[config.mk]
export PLATFORM = sky130hd
export DESIGN_NAME = fdf_ctrl
export DESIGN_NICKNAME = d
export VERILOG_FILES = /design/src/fdf_pkg.sv /design/src/fdf_ctrl.sv
export SDC_FILE = /design/constraint.sdc
export NUM_CORES = 1
export LEC_CHECK = 0
export BUFFER_PORTS_ARGS = -buffer_cell sky130_fd_sc_hd__buf_2
export CORE_MARGIN = 2
export CORE_UTILIZATION = 30
export CTS_BUF_LIST = sky130_fd_sc_hd__clkbuf_4 sky130_fd_sc_hd__clkbuf_8
export DETAILED_ROUTE_END_ITERATION = 8
export GPL_ROUTABILITY_DRIVEN = 0
export HOLD_SLACK_MARGIN = 0.03
export PLACE_DENSITY = 0.52
export SKIP_CTS_REPAIR_TIMING = 1
export SLEW_MARGIN = 20
export SYNTH_ARGS = -nofsm -noshare
export SYNTH_HDL_FRONTEND = slang
export SYNTH_SLANG_ARGS = --single-unit
[constraint.sdc]
create_clock -name clock -period 19.4 [get_ports clock]
set_clock_uncertainty 0.1 [all_clocks]
set_input_delay 1.94 -clock clock [delete_from_list [all_inputs] [get_ports clock]]
set_output_delay 1.94 -clock clock [all_outputs]
set_load 0.01 [all_outputs]
[src/fdf_pkg.sv]
package fdf_pkg;

   // Transaction field widths
   localparam int unsigned ADDR_W = 64;
   localparam int unsigned LEN_W  = 7;

   // Packed channel widths, padded to whole bytes
   localparam int unsigned REQ_DATA_W = ((ADDR_W + LEN_W + 7) / 8) * 8;
   localparam int unsigned RSP_DATA_W = 8;

   // Reset value of the packet length register
   localparam logic [LEN_W-1:0] PKT_LEN_RESET = 7'd16;

   // tuser codes for a request
   localparam logic ACT_FRAME = 1'b0;
   localparam logic ACT_TICK  = 1'b1;

   typedef enum logic [0:0] {
      ST_IDLE,
      ST_SEARCH
   } state_type;

endpackage

[src/fdf_ctrl.sv]
module fdf_ctrl
   import fdf_pkg::*;
#(
   parameter int unsigned DEPTH    = 128,
   parameter int unsigned ADDR_W_T = 7
) (
   input  logic                  clock,
   input  logic                  reset,
   // request
   input  logic                  req_tvalid,
   output logic                  req_tready,
   input  logic [REQ_DATA_W-1:0] req_tdata,
   input  logic [0:0]            req_tuser,
   // result
   output logic                  rsp_tvalid,
   input  logic                  rsp_tready,
   output logic [RSP_DATA_W-1:0] rsp_tdata,
   // packet length register
   input  logic                  csr_valid,
   output logic                  csr_ready,
   input  logic [LEN_W-1:0]      csr_data,
   // table port
   output logic                  wr_en,
   output logic [ADDR_W_T-1:0]   wr_addr,
   output logic [ADDR_W-1:0]     wr_data,
   output logic                  rd_en,
   output logic [ADDR_W_T-1:0]   rd_addr,
   input  logic [ADDR_W-1:0]     rd_data
);

   localparam logic [ADDR_W_T-1:0] LAST_SLOT = ADDR_W_T'(DEPTH - 1);

   state_type state_ff, state_in;

   logic [ADDR_W_T-1:0] fill_ff, fill_in;
   logic [ADDR_W_T-1:0] idx_ff, idx_in;
   logic                rd_pend_ff, rd_pend_in;
   logic                rd_last_ff, rd_last_in;
   logic [ADDR_W-1:0]   addr_ff, addr_in;
   logic [LEN_W-1:0]    pkt_len_ff, pkt_len_in;
   logic                rsp_valid_ff, rsp_valid_in;
   logic                fwd_ff, fwd_in;
   logic                dup_ff, dup_in;

   logic              accept, is_tick, len_ok, rsp_free;
   logic              search_start, direct_store, issue, hit, miss_done, store;
   logic [ADDR_W-1:0] in_addr;
   logic [LEN_W-1:0]  in_len;
   logic              wrap;

   assign in_addr = req_tdata[ADDR_W-1:0];
   assign in_len  = req_tdata[ADDR_W+LEN_W-1:ADDR_W];
   assign is_tick = (req_tuser[0] == ACT_TICK);
   assign len_ok  = (in_len == pkt_len_ff);

   assign rsp_free = !rsp_valid_ff || rsp_tready;
   assign accept   = req_tvalid && req_tready;

   assign search_start = accept && !is_tick && len_ok && (fill_ff != '0);
   assign direct_store = accept && !is_tick && len_ok && (fill_ff == '0);

   // compare stage: data of the read issued last cycle
   assign hit       = (state_ff == ST_SEARCH) && rd_pend_ff && (rd_data == addr_ff);
   assign miss_done = (state_ff == ST_SEARCH) && rd_pend_ff && rd_last_ff && !hit;
   assign issue     = (state_ff == ST_SEARCH) && (idx_ff != fill_ff) && !hit;
   assign store     = direct_store || miss_done;
   assign wrap      = (fill_ff >= LAST_SLOT);

   // next state
   always_comb begin
      state_in = state_ff;
      case (state_ff)
         ST_IDLE: begin
            if (search_start) begin
               state_in = ST_SEARCH;
            end
         end
         ST_SEARCH: begin
            if (hit || miss_done) begin
               state_in = ST_IDLE;
            end
         end
         default: state_in = ST_IDLE;
      endcase
   end

   // outputs
   always_comb begin
      req_tready = (state_ff == ST_IDLE) && rsp_free;
      csr_ready  = 1'b1;
      rd_en      = issue;
      rd_addr    = idx_ff;
      wr_en      = store;
      wr_addr    = wrap ? '0 : fill_ff;
      wr_data    = direct_store ? in_addr : addr_ff;
      rsp_tvalid = rsp_valid_ff;
      rsp_tdata  = RSP_DATA_W'({dup_ff, fwd_ff});
   end

   // datapath next values
   always_comb begin
      fill_in      = fill_ff;
      idx_in       = idx_ff;
      rd_pend_in   = issue;
      rd_last_in   = issue && (idx_ff == fill_ff - ADDR_W_T'(1));
      addr_in      = addr_ff;
      pkt_len_in   = pkt_len_ff;
      rsp_valid_in = rsp_valid_ff;
      fwd_in       = fwd_ff;
      dup_in       = dup_ff;

      if (csr_valid && csr_ready) begin
         pkt_len_in = csr_data;
      end

      if (accept) begin
         addr_in = in_addr;
      end

      if (search_start) begin
         idx_in = '0;
      end else if (issue) begin
         idx_in = idx_ff + ADDR_W_T'(1);
      end

      if (accept && is_tick) begin
         fill_in = '0;
      end else if (store) begin
         fill_in = wrap ? ADDR_W_T'(1) : fill_ff + ADDR_W_T'(1);
      end

      if (rsp_valid_ff && rsp_tready) begin
         rsp_valid_in = 1'b0;
      end
      if (accept && !search_start) begin
         rsp_valid_in = 1'b1;
         fwd_in       = direct_store;
         dup_in       = 1'b0;
      end else if (hit || miss_done) begin
         rsp_valid_in = 1'b1;
         fwd_in       = miss_done;
         dup_in       = hit;
      end
   end

   always_ff @(posedge clock) begin
      if (reset) begin
         state_ff     <= ST_IDLE;
         fill_ff      <= '0;
         rd_pend_ff   <= 1'b0;
         rd_last_ff   <= 1'b0;
         pkt_len_ff   <= PKT_LEN_RESET;
         rsp_valid_ff <= 1'b0;
      end else begin
         state_ff     <= state_in;
         fill_ff      <= fill_in;
         rd_pend_ff   <= rd_pend_in;
         rd_last_ff   <= rd_last_in;
         pkt_len_ff   <= pkt_len_in;
         rsp_valid_ff <= rsp_valid_in;
      end
   end

   always_ff @(posedge clock) begin
      idx_ff  <= idx_in;
      addr_ff <= addr_in;
      fwd_ff  <= fwd_in;
      dup_ff  <= dup_in;
   end

endmodule

==> results <==
- Setup repair after global routing left no endpoint under its margin.
- The detail-routed via count per cell is 4.44.
- For this run, the top clock speed supported by timing is 157 MHz.
- The net count of the finished layout is 933.
- Entering global routing, the biggest net connects 69 pins.
- The final clock period utilization by the worst path is 0.328.
- The cell area that synthesis handed to floorplanning was 0.00510 mm².
- Clock latency on the worst-skew pair, taken at its later pin, is 0.37 ns.
- The flow ran to the end, and the final reports show no timing, DRC or antenna violations.
- The number of design rule violations left after detail routing is 0.
- CTS built an H-tree with a depth of 3.
- The worst hold path belongs to the class reg2reg.
- Of the total power, the share spent switching nets is 0.264.
- STA puts the critical path data arrival time at 4.32 ns.
- The first-iteration detailed-routing DRC count is 152.
- The number of antenna violations at the first check in global routing is 3.
- The longest clock path from root to sink contains 2 buffers.
- The critical setup path kind is in2out.
- The total wirelength of the detailed-routed design is 15.9 mm.
- The post-route minimum period is 6.36 ns.
- The count of input and output buffers is 231.
- In this run, synthesis inferred 65 flip-flops with an integrated enable.
- Counting the buffers created by CTS gives 9.
- The area overhead of the layout relative to synthesis is 29.2%.
- The total overflow left after global routing is 0.
- The destination of the worst register-to-register timing path is rd_addr[2].
- The clock-pin slew on the worst setup and hold paths is 0.10 ns.
- Of the total power, registers draw 0.536.
- The worst supply voltage drop on vdd is 0.0277 mV.
- The kind of capture point of the worst setup path is an output port.
- The element type at the critical path start is a primary input.
- In this run the remaining antenna-violating nets after routing total 0.
- The number of global-route vias before repair is 4296.
- The cell with the most instances after synthesis is nand2_1.
- The share of post-route cells with drive strength above 1 is 0.332.
- Across all hold checks on the routed design, the worst slack comes to 0.403 ns.
- The mean area per synthesized cell is 8.99 µm².
- The die outline width is 134 µm.
- The logic gate share of total power is 0.144.
- The net switching power is 111 µW.
- The wire-length estimate of the detail-placed layout is 11.8 mm.
- Adding up every negative setup slack in the final design gives 0 ns.
- The internal power component is 309 µW.
- The TritonCTS clock tree is done.
- The predominant post-synthesis flop cell is edfxtp_1.
- For this run, the register share of the synthesized area comes to 0.485.
- The setup violation total in the final timing report is 0.
- For this design the top-level I/O count stands at 240.
- After synthesis, the share of flip-flops with an asynchronous set or reset is 0.
- The number of slew-limit violations in the final report was 0.
- The worst register-to-register path begins at addr_ff[15].
- Measured in cells, the most critical reg-to-reg path has a length of 7.
- Along the worst path, the maximum fanout reaches 19.
- The required time of the worst setup path is 17.36 ns.
- The die span in y is 134 µm.
- The relative max-transition margin is 0.329.
- The via count of the routed design is 4478.
- The library cell used as clock root buffer is clkbuf_8.
- In this run the static leakage power is 3.27 nW.
- The cell taking the most area after synthesis is edfxtp_1.
- By count the netlist is led by nand2_1, edfxtp_1, xor2_1.
- The count of clock tree sinks is 91.
- The count of endpoints failing hold in the final timing report was 0.
- The average routed wire per standard cell is 15.7 µm.
- Of the total power, the clock network draws 0.319.
- The start point of the critical path is rd_data[21].
- Across the run, the number of max-cap violations was 0.
- The length of the first detailed-routing pass in iterations is 4.
- The reg-to-reg setup timing slack is 16.45 ns.
- The capture point of the worst path is rd_en.
- The power per cell area is 63.7 mW/mm².
- The transition time at the pin with the least slew margin is 1.01 ns.
- The total global-route track usage is 0.171.
- The initial utilization of the core area, before any placement, comes to 0.307.
- Sorting the synthesized cells by area gives the leading types as edfxtp_1, nand2_1, dfxtp_1.
- The wire length of the first global-routing pass is 23.5 mm.
- The synthesized instance count is 567.
- The share of synthesized area in the top cell type comes to 0.383.
- The total number of placement rows is 47.
- Yosys printed 0 warnings.
- Synthesis instantiated 45 different standard cells from the library.
- The core region is 0.0166 mm².
- The die covers 0.0180 mm².
- After synthesis the netlist holds a flip-flop and latch count of 91.
worst max-delay path: stages:
cell and delay (ns):
buf_2 0.10, xnor2_1 0.27, nand4_1 0.13, nor4_1 0.25, nand4_1 0.20, or4_1 0.87
nand2_1 0.34, inv_1 0.06, buf_2 0.14
flip-flops by register name (all words and copies together) (netlist names):
signal,count
addr_ff,64
dup_ff,1
fill_ff,7
fwd_ff,1
pkt_len_ff,7
rd_addr,7
rd_last_ff,1
rd_pend_ff,1
rsp_tvalid,1
state_ff,1
power by group through the flow:
| stage | logic [mW] | clock network (mW) | registers, mW |
|---|---|---|---|
| floorplan | 0.0296 | 0 | 0.229 |
| global placement | 0.0612 | 0 | 0.229 |
| detailed placement | 0.0616 | 0 | 0.229 |
| CTS | 0.0618 | 0.140 | 0.225 |
| global route | 0.0674 | 0.147 | 0.226 |
| finish | 0.0605 | 0.134 | 0.225 |
kinds of logic (layout without fill, tap and decap cells):
group / count (synthesis) / count (layout) / share of synthesized area
and+or+nand+nor: 295 / 295 / 0.250
DFF: 91 / 91 / 0.485
xor gates and xnor gates: 75 / 75 / 0.129
buffers and inverters: 49 / 263 / 0.0471
AOI/OAI and AO/OA: 37 / 37 / 0.0501
muxes: 15 / 15 / 0.0295
adders and majority gates: 3 / 3 / 0.00737
other: 2 / 9 / 0.00147
layout make-up:
| cell class | instances | area, µm² |
|---|---|---|
| Antenna cell | 2 | 5.00 |
| Timing Repair Buffer | 234 | 1180 |
| Sequential cell | 91 | 2470 |
| Inverter | 13 | 48.8 |
| Clock buffer | 10 | 131 |
| Fill cell | 1757 | 10000 |
| Multi-Input combinational cell | 432 | 2410 |
| Clock inverter | 6 | 63.8 |
| Tap cell | 220 | 275 |
worst min-delay path by stage:
stage                     from          to  slack [ns]  depth (start not counted)
floorplan               dup_ff      dup_ff        0.34                          2
global placement    rd_addr[6]  rd_addr[6]        0.38                          1
detailed placement      dup_ff      dup_ff        0.38                          2
CTS                     dup_ff      dup_ff        0.41                          2
global route            dup_ff      dup_ff        0.42                          2
finish              rd_addr[6]  rd_addr[6]        0.40                          1
stage by stage:
step            util  cells  power [mW]  area [µm²]  setup WS (ns)
2_1_floorplan      -    572       0.259        5110           8.95
3_3_place_gp   0.385    990       0.290        6390          13.02
3_5_place_dp   0.385    990       0.291        6390          13.02
4_1_cts        0.397   1006       0.427        6580          13.01
5_1_grt        0.397   1006       0.441        6580          12.87
6_report       0.397   1008       0.419        6590          13.04
routing by layer:
layer / vias up / share of wire / track usage
li1: 2314 / - / -
met1: 2011 / 0.43 / 0.214
met2: 139 / 0.49 / 0.293
met3: 12 / 0.075 / 0.0480
met4: 2 / 0.0088 / 0.0409
met5: - / 0.00082 / 0
cell usage in the layout, fill, tap and decap left out, types with 5 or more instances in the layout:
| master | n |
|---|---|
| and2_1 | 5 |
| nor2_1 | 24 |
| o21ai_0 | 6 |
| edfxtp_1 | 65 |
| mux2i_1 | 15 |
| buf_2 | 231 |
| nor4_1 | 14 |
| xor2_1 | 58 |
| nand2_1 | 207 |
| clkbuf_8 | 9 |
| xnor2_1 | 17 |
| a21oi_1 | 7 |
| conb_1 | 7 |
| nand4_1 | 13 |
| nand3_1 | 7 |
| dfxtp_1 | 26 |
| inv_1 | 13 |
(Power assumes the default switching activity.)
